===== src/rtl/core/hsha_pkg.sv =====
// ----------------------------------------------------------------------------
// hsha_pkg
// shared constants and types for the hmac-sha1 byte stream unit
// ----------------------------------------------------------------------------
package hsha_pkg;

    localparam logic [7:0] IPAD = 8'h36;
    localparam logic [7:0] OPAD = 8'h5C;
    localparam int unsigned KEY_REGS = 8;

    localparam logic [31:0] IV0 = 32'h67452301;
    localparam logic [31:0] IV1 = 32'hEFCDAB89;
    localparam logic [31:0] IV2 = 32'h98BADCFE;
    localparam logic [31:0] IV3 = 32'h10325476;
    localparam logic [31:0] IV4 = 32'hC3D2E1F0;

    localparam logic [31:0] OUTER_LEN = 32'd672;

    typedef struct packed {
        logic        start;
        logic        busy;
        logic        done;
    } cmp_ctl_t;

    function automatic logic [31:0] rotl1(input logic [31:0] x);
        rotl1 = {x[30:0], x[31]};
    endfunction

endpackage


===== src/rtl/core/hsha_round.sv =====
// ----------------------------------------------------------------------------
// hsha_round
// sha-1 compression: one round per cycle, schedule in a 16-word memory
// ----------------------------------------------------------------------------
module hsha_round
    import hsha_pkg::*;
(
    input  logic         clk,
    input  logic         rst_n,
    input  logic         start,
    input  logic [159:0] cv_in,
    input  logic         wr_en,
    input  logic [3:0]   wr_addr,
    input  logic [31:0]  wr_data,
    output logic         busy,
    output logic         done,
    output logic [159:0] cv_out
);

    logic [31:0] mem [16];
    logic [31:0] w_q [16];
    logic        busy_reg, busy_next;
    logic        done_reg;
    logic [6:0]  rnd_reg, rnd_next;
    logic [31:0] a_reg, b_reg, c_reg, d_reg, e_reg;
    logic [159:0] cv_reg;
    logic [31:0] wt, f, k, t;
    logic [31:0] wn;

    // block words are written to the memory and loaded into a rolling window at start
    always_ff @(posedge clk)
    begin
        if (wr_en)
            mem[wr_addr] <= wr_data;
    end

    assign wt = w_q[0];
    assign wn = rotl1(w_q[13] ^ w_q[8] ^ w_q[2] ^ w_q[0]);

    // a word written in the start cycle is taken from the write port
    always_ff @(posedge clk)
    begin
        if (start)
        begin
            for (int i = 0; i < 16; i++)
                w_q[i] <= (wr_en && (wr_addr == 4'(i))) ? wr_data : mem[i];
        end
        else if (busy_reg)
        begin
            for (int i = 0; i < 15; i++)
                w_q[i] <= w_q[i+1];
            w_q[15] <= wn;
        end
    end

    always_comb
    begin
        if (rnd_reg < 7'd20)
        begin
            f = (b_reg & c_reg) | (~b_reg & d_reg);
            k = 32'h5A827999;
        end
        else if (rnd_reg < 7'd40)
        begin
            f = b_reg ^ c_reg ^ d_reg;
            k = 32'h6ED9EBA1;
        end
        else if (rnd_reg < 7'd60)
        begin
            f = (b_reg & c_reg) | (b_reg & d_reg) | (c_reg & d_reg);
            k = 32'h8F1BBCDC;
        end
        else
        begin
            f = b_reg ^ c_reg ^ d_reg;
            k = 32'hCA62C1D6;
        end
        t = {a_reg[26:0], a_reg[31:27]} + f + e_reg + k + wt;
    end

    always_comb
    begin
        busy_next = busy_reg;
        rnd_next  = rnd_reg;
        if (start)
        begin
            busy_next = 1'b1;
            rnd_next  = '0;
        end
        else if (busy_reg)
        begin
            rnd_next = rnd_reg + 7'd1;
            if (rnd_reg == 7'd79)
                busy_next = 1'b0;
        end
    end

    always_ff @(posedge clk or negedge rst_n)
    begin
        if (!rst_n)
        begin
            busy_reg <= 1'b0;
            done_reg <= 1'b0;
            rnd_reg  <= '0;
        end
        else
        begin
            busy_reg <= busy_next;
            rnd_reg  <= rnd_next;
            done_reg <= busy_reg && (rnd_reg == 7'd79);
        end
    end

    always_ff @(posedge clk)
    begin
        if (start)
        begin
            cv_reg <= cv_in;
            {a_reg, b_reg, c_reg, d_reg, e_reg} <= cv_in;
        end
        else if (busy_reg)
        begin
            e_reg <= d_reg;
            d_reg <= c_reg;
            c_reg <= {b_reg[1:0], b_reg[31:2]};
            b_reg <= a_reg;
            a_reg <= t;
        end
    end

    assign cv_out = {cv_reg[159:128] + a_reg, cv_reg[127:96] + b_reg,
                     cv_reg[95:64] + c_reg, cv_reg[63:32] + d_reg,
                     cv_reg[31:0] + e_reg};
    assign busy = busy_reg;
    assign done = done_reg;

endmodule


===== src/rtl/core/hmac_sha1_byte_stream_unit.sv =====
// ----------------------------------------------------------------------------
// hmac_sha1_byte_stream_unit
// hmac-sha1 over a byte stream, key in eight 64-bit registers
// ----------------------------------------------------------------------------
// channel | direction | handshake      | payload
// in      | sink      | valid / stall  | data_byte, byte_present, last_byte
// out     | source    | valid / stall  | digest_byte, digest_last
// cfg     | sink      | valid / ready  | cfg_index, cfg_data
//
// a byte that fills a block also waits for its compression; the first item of a
// message first loads and hashes a key block. the last item adds padding, one or
// two inner compressions and the outer key and outer blocks, then OUT_BYTES
// results; each compression is 80 rounds.
// rate is set by the single round unit, one sha-1 round per cycle.
// reset clears all control state; input stalls while any work is pending.
// ----------------------------------------------------------------------------
module hmac_sha1_byte_stream_unit
    import hsha_pkg::*;
#(
    parameter int OUT_BYTES = 20
)
(
    input  logic        clk,
    input  logic        rst_n,
    input  logic        in_valid,
    output logic        in_stall,
    input  logic [7:0]  data_byte,
    input  logic        byte_present,
    input  logic        last_byte,
    output logic        out_valid,
    input  logic        out_stall,
    output logic [7:0]  digest_byte,
    output logic        digest_last,
    input  logic        cfg_valid,
    output logic        cfg_ready,
    input  logic [2:0]  cfg_index,
    input  logic [63:0] cfg_data
);

    localparam int CW = 5;

    typedef enum logic [8:0] {
        S_IDLE  = 9'b000000001,
        S_KEY   = 9'b000000010,
        S_RUN   = 9'b000000100,
        S_BYTE  = 9'b000001000,
        S_PAD   = 9'b000010000,
        S_LEN   = 9'b000100000,
        S_OKEY  = 9'b001000000,
        S_OUTER = 9'b010000000,
        S_EMIT  = 9'b100000000
    } st_t;

    st_t          st_reg, st_next;
    st_t          ret_reg, ret_next;
    logic [63:0]  key_reg [KEY_REGS];
    logic [159:0] cv_reg, cv_next;
    logic [159:0] id_reg, id_next;
    logic [63:0]  cnt_reg, cnt_next;
    logic         phase_reg, phase_next;
    logic [31:0]  acc_reg, acc_next;
    logic [4:0]   fill_reg, fill_next;
    logic         pres_reg, pres_next, last_reg, last_next;
    logic [7:0]   byte_reg, byte_next;
    logic [CW-1:0] oc_reg, oc_next;
    logic         ov_reg, ov_next;
    logic         wr_en;
    logic [3:0]   wr_addr;
    logic [31:0]  wr_data;
    logic         c_start;
    cmp_ctl_t     ctl;
    logic [159:0] c_out;
    logic [31:0]  ow;
    logic [5:0]   pos;

    hsha_round u_round (
        .clk(clk), .rst_n(rst_n), .start(c_start), .cv_in(cv_next),
        .wr_en(wr_en), .wr_addr(wr_addr), .wr_data(wr_data),
        .busy(ctl.busy), .done(ctl.done), .cv_out(c_out)
    );
    assign ctl.start = c_start;

    assign cfg_ready = 1'b1;
    always_ff @(posedge clk or negedge rst_n)
    begin
        if (!rst_n)
        begin
            for (int i = 0; i < KEY_REGS; i++)
                key_reg[i] <= '0;
        end
        else if (cfg_valid)
            key_reg[cfg_index] <= cfg_data;
    end

    assign pos = cnt_reg[8:3];
    assign in_stall = (st_reg != S_IDLE);

    function automatic logic [31:0] kword(input logic [63:0] kw,
                                          input logic lo, input logic [7:0] p);
        kword = (lo ? kw[31:0] : kw[63:32]) ^ {4{p}};
    endfunction

    always_comb
    begin
        st_next = st_reg; ret_next = ret_reg; cv_next = cv_reg; id_next = id_reg;
        cnt_next = cnt_reg; phase_next = phase_reg; acc_next = acc_reg;
        fill_next = fill_reg; pres_next = pres_reg; last_next = last_reg;
        byte_next = byte_reg; oc_next = oc_reg; ov_next = ov_reg;
        wr_en = 1'b0; wr_addr = '0; wr_data = '0; c_start = 1'b0;
        unique case (st_reg)
            S_IDLE:
            begin
                if (in_valid && (byte_present || last_byte))
                begin
                    pres_next = byte_present; last_next = last_byte;
                    byte_next = data_byte;
                    if (!phase_reg)
                    begin
                        fill_next = '0; st_next = S_KEY; ret_next = S_BYTE;
                    end
                    else
                        st_next = S_BYTE;
                end
            end
            S_KEY, S_OKEY:
            begin
                wr_en = 1'b1; wr_addr = fill_reg[3:0];
                wr_data = kword(key_reg[fill_reg[3:1]], fill_reg[0],
                                (st_reg == S_KEY) ? IPAD : OPAD);
                fill_next = fill_reg + 5'd1;
                if (fill_reg[3:0] == 4'd15)
                begin
                    c_start = 1'b1;
                    cv_next = {IV0, IV1, IV2, IV3, IV4};
                    st_next = (st_reg == S_KEY) ? S_RUN : S_OUTER;
                    fill_next = '0;
                    if (st_reg == S_KEY)
                    begin
                        cnt_next = 64'd512; phase_next = 1'b1;
                    end
                end
            end
            S_RUN:
            begin
                if (ctl.done)
                begin
                    cv_next = c_out;
                    st_next = ret_reg;
                end
            end
            S_BYTE:
            begin
                if (pres_reg)
                begin
                    pres_next = 1'b0;
                    acc_next = (pos[1:0] == 2'd0) ? {byte_reg, 24'd0}
                             : acc_reg | ({24'd0, byte_reg} << ((3 - pos[1:0]) * 8));
                    cnt_next = cnt_reg + 64'd8;
                    if (pos[1:0] == 2'd3)
                    begin
                        wr_en = 1'b1; wr_addr = pos[5:2];
                        wr_data = acc_reg | {24'd0, byte_reg};
                    end
                    if (pos == 6'd63)
                    begin
                        c_start = 1'b1; st_next = S_RUN; ret_next = S_BYTE;
                    end
                end
                else if (last_reg)
                begin
                    // pad word holding 0x80
                    wr_en = 1'b1; wr_addr = pos[5:2];
                    wr_data = ((pos[1:0] == 2'd0) ? 32'd0 : acc_reg)
                            | (32'h80 << ((3 - pos[1:0]) * 8));
                    fill_next = {1'b0, pos[5:2]} + 5'd1;
                    st_next = S_PAD;
                end
                else
                    st_next = S_IDLE;
            end
            S_PAD:
            begin
                if (fill_reg == 5'd16)
                begin
                    if (pos >= 6'd56)
                    begin
                        c_start = 1'b1; st_next = S_RUN; ret_next = S_PAD;
                        fill_next = '0;
                        cnt_next = {cnt_reg[63:9] + 55'd1, 9'd0} - 64'd0;
                        // pos now 0 via rounding; length kept in id_reg below
                    end
                    else
                        st_next = S_LEN;
                end
                else if (fill_reg < 5'd14 || pos >= 6'd56)
                begin
                    wr_en = 1'b1; wr_addr = fill_reg[3:0];
                    fill_next = fill_reg + 5'd1;
                end
                else
                    st_next = S_LEN;
            end
            S_LEN:
            begin
                wr_en = 1'b1;
                wr_addr = fill_reg[0] ? 4'd15 : 4'd14;
                wr_data = fill_reg[0] ? id_reg[31:0] : id_reg[63:32];
                fill_next = fill_reg + 5'd1;
                if (fill_reg[0])
                begin
                    c_start = 1'b1; st_next = S_RUN; ret_next = S_OKEY;
                    fill_next = 5'd17;
                end
            end
            S_OUTER:
            begin
                if (ctl.done && fill_reg == 5'd0)
                begin
                    cv_next = c_out;
                    fill_next = 5'd1;
                end
                else if (fill_reg != 5'd0 && fill_reg <= 5'd16)
                begin
                    wr_en = 1'b1; wr_addr = fill_reg[3:0] - 4'd1;
                    unique case (fill_reg[3:0] - 4'd1)
                        4'd0: wr_data = id_reg[159:128];
                        4'd1: wr_data = id_reg[127:96];
                        4'd2: wr_data = id_reg[95:64];
                        4'd3: wr_data = id_reg[63:32];
                        4'd4: wr_data = id_reg[31:0];
                        4'd5: wr_data = 32'h80000000;
                        4'd15: wr_data = OUTER_LEN;
                        default: wr_data = 32'd0;
                    endcase
                    fill_next = fill_reg + 5'd1;
                    if (fill_reg == 5'd16)
                    begin
                        c_start = 1'b1; fill_next = 5'd20;
                    end
                end
                else if (fill_reg == 5'd20 && ctl.done)
                begin
                    cv_next = c_out; oc_next = '0; ov_next = 1'b1;
                    st_next = S_EMIT;
                end
            end
            S_EMIT:
            begin
                if (ov_reg && !out_stall)
                begin
                    oc_next = oc_reg + CW'(1);
                    if (oc_reg == CW'(OUT_BYTES - 1))
                    begin
                        ov_next = 1'b0; st_next = S_IDLE;
                        cv_next = {IV0, IV1, IV2, IV3, IV4};
                        cnt_next = '0; phase_next = 1'b0;
                    end
                end
            end
            default: st_next = S_IDLE;
        endcase
        // remember true length for the length words and hold inner digest
        if (st_reg == S_BYTE && !pres_reg && last_reg)
            id_next[63:0] = cnt_reg;
        if (st_reg == S_RUN && ctl.done && ret_reg == S_OKEY)
        begin
            id_next = c_out;
            fill_next = '0;
        end
        if (st_reg == S_PAD && fill_reg >= 5'd14 && fill_reg < 5'd16 && pos < 6'd56)
            fill_next = 5'd14;
        if (st_reg == S_PAD && fill_reg == 5'd16 && pos >= 6'd56)
            fill_next = 5'd0;
    end

    always_ff @(posedge clk or negedge rst_n)
    begin
        if (!rst_n)
        begin
            st_reg <= S_IDLE; ret_reg <= S_IDLE;
            cv_reg <= {IV0, IV1, IV2, IV3, IV4}; id_reg <= '0;
            cnt_reg <= '0; phase_reg <= 1'b0; fill_reg <= '0;
            pres_reg <= 1'b0; last_reg <= 1'b0; oc_reg <= '0; ov_reg <= 1'b0;
        end
        else
        begin
            st_reg <= st_next; ret_reg <= ret_next; cv_reg <= cv_next;
            id_reg <= id_next; cnt_reg <= cnt_next; phase_reg <= phase_next;
            fill_reg <= fill_next; pres_reg <= pres_next; last_reg <= last_next;
            oc_reg <= oc_next; ov_reg <= ov_next;
        end
    end

    always_ff @(posedge clk)
    begin
        acc_reg <= acc_next;
        byte_reg <= byte_next;
    end

    always_comb
    begin
        unique case (oc_reg[CW-1:2])
            3'd0: ow = cv_reg[159:128];
            3'd1: ow = cv_reg[127:96];
            3'd2: ow = cv_reg[95:64];
            3'd3: ow = cv_reg[63:32];
            default: ow = cv_reg[31:0];
        endcase
    end

    assign out_valid   = ov_reg;
    assign digest_byte = ow[(3 - oc_reg[1:0]) * 8 +: 8];
    assign digest_last = (oc_reg == CW'(OUT_BYTES - 1));

`ifndef SYNTHESIS
    a_out_idle: assert property (@(posedge clk) disable iff (!rst_n)
        out_valid |-> (st_reg == S_EMIT))
        else $error("result outside emit");
    a_no_accept: assert property (@(posedge clk) disable iff (!rst_n)
        ctl.busy |-> in_stall)
        else $error("input open during compression");
    a_start: assert property (@(posedge clk) disable iff (!rst_n)
        ctl.start |=> ctl.busy)
        else $error("round unit did not start");
`endif

endmodule

===== config.mk =====
export PLATFORM = sky130hd
export DESIGN_NAME = hmac_sha1_byte_stream_unit
export DESIGN_NICKNAME = d
export VERILOG_FILES = /design/src/rtl/core/hsha_pkg.sv /design/src/rtl/core/hsha_round.sv /design/src/rtl/core/hmac_sha1_byte_stream_unit.sv
export SDC_FILE = /design/constraint.sdc
export NUM_CORES = 2
export LEC_CHECK = 0
export BUFFER_PORTS_ARGS = -buffer_cell sky130_fd_sc_hd__buf_2
export CORE_UTILIZATION = 50
export CTS_BUF_LIST = sky130_fd_sc_hd__clkbuf_4
export DETAILED_ROUTE_END_ITERATION = 10
export GPL_TIMING_DRIVEN = 0
export PLACE_DENSITY = 0.71
export SYNTH_ARGS = -nofsm -noshare
export SYNTH_HDL_FRONTEND = slang
export SYNTH_SLANG_ARGS = --single-unit

===== constraint.sdc =====
create_clock -name clk -period 11.4 [get_ports clk]
set_input_delay 0.57 -clock clk [delete_from_list [all_inputs] [get_ports clk]]
set_output_delay 0.57 -clock clk [all_outputs]
set_load 0.01 [all_outputs]

# Word level (Yosys, flattened, before mapping)
# Memories as Yosys holds them, arrays and structs flattened.
# Cells that the tools add are included.
# totals
regBits	1297
mem_bits_rw	1024
input_bits	82
out_inout_bits	12
word_cells	412
memories	2
# mem_list
name	depth	word_bits	read_ports	rd_clocked_by_memory_dff	wr	line_no	text
u_round.mem	16	32	16	0	1	hsha_round.sv:20	logic [31:0] mem [16];
u_round.w_q	16	32	16	0	16	hsha_round.sv:21	logic [31:0] w_q [16];
# op_classes
add_sub_neg	18
magnitude_cmp	12
n_eq_ne	66
shifts	3
muxes	182
n_bitwise	35
n_reduce_logical	62
# op_table
op	count
$mux 32	56
$mux 160	7
$mux 64	12
$pmux 160 s4	1
$bwmux 512	1
$add 32x32->32	9
$pmux 32 s4	2
$pmux 64 s4	1
$pmux 32 s7	1
$bmux 64 s3	1
$demux 64 s3	1
$mux 9	20
$or 32x32->32	5
$xor 32x32->32	5
$and 32x32->32	4
$mux 5	20
$pmux 9 s8	1
$add 64x4->64 const B	1
$add 55x1->55 const B	1
$eq 4x4->1 const B	10
$pmux 9 s4	1
$mux 1	35
$shiftx 32x33->8	1
$logic_and 1x1->1	32
other kinds (77)	150

# Longest topological paths before layout
# logic_depth
ltp_word	12
mapped_depth	26

# Cells and area by module
# From an unflattened synthesis, not the netlist that was laid out.
# unflattened
cells_unflattened	9134
area_unflattened_um2	113767.9
# by_module_without_submodules
module	instances	cells_per_inst	area_per_inst_um2	seq_area_each_um2
hsha_round	1	5333	67267.0	40583.9
hmac_sha1_byte_stream_unit	1	3801	46500.8	24325.8

# Worst setup path before layout
# OpenSTA, ideal clock, no wires.
# synth_timing
path_kind	register to register
start	reg st_reg[7]
end	reg u_round.a_reg[0] (enable)
t_arrival_ns	10.285
required_time_ns	10.635
slack_ns	0.349
path_stages_with_launch	12
path_buffers	4
synth_period_minus_slack_ns	11.051
cell_sequence	dfrtp_1 buf_2 nor3_4 and3_4 nand2_4 or4_1 buf_2 o21ai_4 or3_1 buf_2 buf_2 or2_2
# synth_via
elab_chain_cells	4
elab_cells_between_ends	9
cone_classes	eq/ne (6); mux (1); reduce/logical (2)
# synth_rtl
item	line_no	text
start, declared	hmac_sha1_byte_stream_unit.sv:54	st_t st_reg, st_next;
start signal, assigned	hmac_sha1_byte_stream_unit.sv:287	st_reg <= st_next; ret_reg <= ret_next; cv_reg <= cv_next;
$eq 9x2->1 / $eq 9x7->1 (equally long branches)	hmac_sha1_byte_stream_unit.sv:110	unique case (st_reg)
$reduce_or 2->1	hmac_sha1_byte_stream_unit.sv:110	
$pmux 1 s5 (*)	hmac_sha1_byte_stream_unit.sv:110	
$reduce_bool 2->1 (no source line) (*)	-	
end signal, assigned	hsha_round.sv:119	{a_reg, b_reg, c_reg, d_reg, e_reg} <= cv_in;
end signal, assigned	hsha_round.sv:127	a_reg <= t;
end, declared	hsha_round.sv:25	logic [31:0] a_reg, b_reg, c_reg, d_reg, e_reg;
# Every way passes the cells marked *; elsewhere a longest branch is shown, timed or not.
# A chain may end at the register's enable or synchronous reset.

# Worst setup path after layout
# layout_timing
start	reg u_round.rnd_reg[2]
end	reg u_round.a_reg[31] (data pin)
# layout_via
elab_chain_cells	10
elab_cells_between_ends	15
cone_classes	add/sub (4); order compare (3); mux (8)
# layout_rtl
item	line_no	text
start, declared	hsha_round.sv:24	logic [6:0] rnd_reg, rnd_next;
start signal, assigned	hsha_round.sv:109	rnd_reg <= rnd_next;
$lt 7x6->1	hsha_round.sv:68	else if (rnd_reg < 7'd60)
$mux 32	hsha_round.sv:68	
$mux 32	hsha_round.sv:63	else if (rnd_reg < 7'd40)
$mux 32	hsha_round.sv:58	if (rnd_reg < 7'd20)
$add 32x32->32 (2 in a row)	hsha_round.sv:78	t = {a_reg[26:0], a_reg[31:27]} + f + e_reg + k + wt;
$add 32x32->32 (*) (2 in a row)	hsha_round.sv:78	
$mux 32 (*)	hsha_round.sv:121	else if (busy_reg)
$mux 32 (*)	hsha_round.sv:116	if (start)
# Every way passes the cells marked *; elsewhere a longest branch is shown, timed or not. The select of a mux whose other input is x is not followed.

==> impl_results.md <==
- Status: finished, violations left
- Violated checks: max-capacitance violations, max-slew violations
- Fmax: 118 MHz
- EDFF count, synth: 1384
- Drt wl/cell: 33.3 um
- Cell taking the most area after synthesis: edfxtp_1
- Worst skew pair latency: 1.54 ns
- Die outline width: 477 um
- Seq/Total Area, Yosys: 57.6%
- Buffers on Ports: 90
- Gr ovfl total: 0
- Antenna-violating nets left: 0
- Final hold vios: 0
- Initial antenna violation count: 57
- CTS root buffer: clkbuf_4
- Top-count cell post-synth: edfxtp_1
- Starting Density: 50.5%
- Vias in the first global route: 84460
- Vias: 86384
- Placed Area: 118000 sq um
- Yosys cell types: 99
- Synth top area cells: edfxtp_1 (37%), dfrtp_1 (19%), mux2_2 (5.8%)
- CTS clk-pin slew, worst paths: 0.07 ns
- Syn Area/Cell: 12.4 sq um
- R2r setup slk: 2.94 ns
- Kind of end point of the critical path: register
- H-tree depth: 6
- Setup TNS: 0 ns
- Lkg Pwr: 0.0499 uW
- Initial drt markers: 11245
- Final instance area: 127000 sq um
- Area growth syn-to-layout: 12.9%
- Critical Path RT: 12.65 ns
- Seq pwr share: 47.3%
- Tcrit/Tclk final: 74.2%
- R2R cell count: 23
- DP HPWL: 330000 um
- Post-CTS Setup Repair Bufs: 0
- Worst Clk Skew: 0.180 ns
- Drt drc: 0
- RSZ-0062 raised after global routing: false
- Fin crit period: 8.46 ns
- Synthesized net count: 9478
- Max Cap Viol: 11
- Synth Cell Area: 113000 sq um
- P per Cell Area: 170 nW/um^2
- Cells after Synth: 9062
- Core ar.: 223000 sq um
- Most common flop cell mapped by yosys: edfxtp_1
- R2R Path End: u_round.a_reg[31]
- Final #Nets: 10391
- Drt first pass iters: 8
- Critical Path AT: 9.70 ns
- Synth Register Bits: 2313
- Die H: 477 um
- Crit path to: u_round.a_reg[31]
- I/O pins: 94
- Crit-path max FO: 11
- Max Root-Sink Buffers: 4
- Critical path class: reg -> reg
- Fraction of layout cells with a size suffix above 1: 20.7%
- Worst-Margin Slew: 1.62 ns
- Worst setup path startpoint: u_round.rnd_reg[2]
- Slew Limit Fails: 55
- Hold WC Path Type: in -> reg
- Slew HR: -8.02%
- CP startpoint kind: register
- Placed Cells: 12160
- Switching Share: 30.2%
- Row count: 173
- Comb pwr share: 17.7%
- Design Power: 21600 uW
- Clock network power share: 35.0%
- Layout Cells excl Fill: 13409
- Async SR Flop Fraction: 40.2%
- Internal Power: 15100 uW
- First-pass GRT wire length: 624000 um
- Die area: 227000 sq um
- Gr usage total: 38.8%
- TritonCTS buffer count: 628
- CTS Sinks: 2313
- Post-DR vias/cell: 6.44
- TritonCTS clock tree: yes
- # resized after CTS: 0
- Hold buffer count at cts: 160
- Post-synth top cells: edfxtp_1 (1384), nand2_1 (1192), dfrtp_1 (847)
- VDD IR-drop max: 124 uV
- Psw: 6540 uW
- Worst reg2reg path startpoint: u_round.rnd_reg[2]
- Largest net degree at the start of global routing: 123
- Syn. warnings: 0
- Endpoints failing setup: 0
- Final wirelength: 447000 um
- Yosys top cell area share: 36.9%
- Routability cong.: 1.06
==> metal layers <==
metal	part of all wire, %	vias up	global-route usage (%)
li1	-	35769	-
met1	37	43543	49.7
met2	44	5741	57.7
met3	12	1279	11.7
met4	7.2	52	24.3
met5	0.076	-	0
==> through the flow <==
stage               hold WS [ns]  setup WS [ns]  util [%]
floorplan                  0.274          0.349         -
global placement           0.459         -11.00      52.4
detailed placement         0.470           2.95      52.7
CTS                      0.00106           3.02      56.9
global route              0.0629           2.77      57.0
finish                    0.0994           2.94      57.0
==> logic make-up (layout without fill, tap and decap cells) <==
logic type / after synthesis / count (layout) / synth area share, %
compound gates: 2028 / 2028 / 11.2
other cells: 1 / 28 / 0.00333
simple gates: 2078 / 2078 / 7.94
buf+inv: 746 / 2091 / 2.83
mux: 1261 / 1261 / 13.6
flops: 2313 / 2313 / 57.6
xor+xnor: 300 / 300 / 2.33
fa+ha+maj: 335 / 335 / 4.51
==> power groups by stage <==
| stage | Combinational (uW) | Clock (uW) | Sequential [uW] |
|---|---|---|---|
| finish | 3820 | 7570 | 10200 |
| global route | 4020 | 8040 | 10300 |
| CTS | 3730 | 7600 | 10200 |
| detailed placement | 3670 | 0 | 10400 |
| global placement | 3540 | 0 | 10400 |
| floorplan | 2290 | 0 | 10200 |
==> layout make-up <==
| cell class | instances | area, sq um |
|---|---|---|
| diodes | 27 | 67.6 |
| clock buffers | 936 | 7030 |
| clock inverters | 126 | 759 |
| inverters | 214 | 816 |
| repair buffers | 283 | 2820 |
| plain buffers | 532 | 2390 |
| flip-flops and latches | 2313 | 64900 |
| fillers | 18400 | 96000 |
| well taps | 2975 | 3720 |
| multi-input cells | 6003 | 44600 |
==> placed cells by master, fill, tap and decap left out, types with 29 or more instances in the layout <==
cell type	netlist	layout
mux2_2	577	577
o221ai_1	32	31
fa_1	119	119
mux2i_1	526	526
mux4_2	158	158
nor2_1	397	395
buf_2	116	206
o21ai_0	475	475
nand3_1	108	108
nor2b_1	46	46
ha_1	215	215
o21a_1	32	32
a22oi_1	132	132
a21o_1	105	105
dfstp_2	82	82
nor3_1	62	60
dfrtp_1	847	847
a221oi_1	44	43
o21ai_1	359	358
nand4_1	45	45
a21oi_1	394	394
buf_4	27	30
a211oi_1	45	45
nand2b_1	35	35
clkbuf_4	1	937
edfxtp_1	1384	1384
xor2_1	125	124
a22o_1	95	95
xnor2_1	175	175
clkinv_1	3	87
a221o_1	30	30
dlygate4sd3_1	0	159
inv_1	202	201
nand2_1	1192	1192
a31oi_1	59	59
clkbuf_1	344	334
and2_1	29	29
and3_1	53	53
o211ai_1	36	36
==> how the worst min path moves through the flow <==
stage,from,end,slack [ns],cells after the start
floorplan,rst_n,cnt_reg[10],0.27,0
global placement,id_reg[123],id_reg[123],0.46,2
finish,cfg_data[45],key_reg[301],0.1,3
global route,cfg_data[33],key_reg[97],0.06,3
detailed placement,id_reg[128],id_reg[128],0.47,2
CTS,cfg_data[45],key_reg[301],0.001,3
==> worst max-delay path, stage by stage, from the launching register on <==
cell,delay (ns)
dfrtp_1,0.36
clkbuf_1,0.21
maj3_1,0.38
a221o_1,0.31
clkbuf_1,0.52
inv_1,0.66
buf_1,0.93
o221ai_1,0.37
ha_1,0.38
inv_1,0.05
fa_1,0.48
inv_1,0.05
fa_1,0.37
inv_1,0.07
ha_1,0.31
a2111o_1,0.43
o21ai_0,0.72
o21ba_2,0.37
o221a_2,0.25
a21oi_1,0.18
a221o_1,0.37
a21oi_1,0.21
xnor2_1,0.19
o21ai_0,0.11
(Power assumes the default switching activity.)
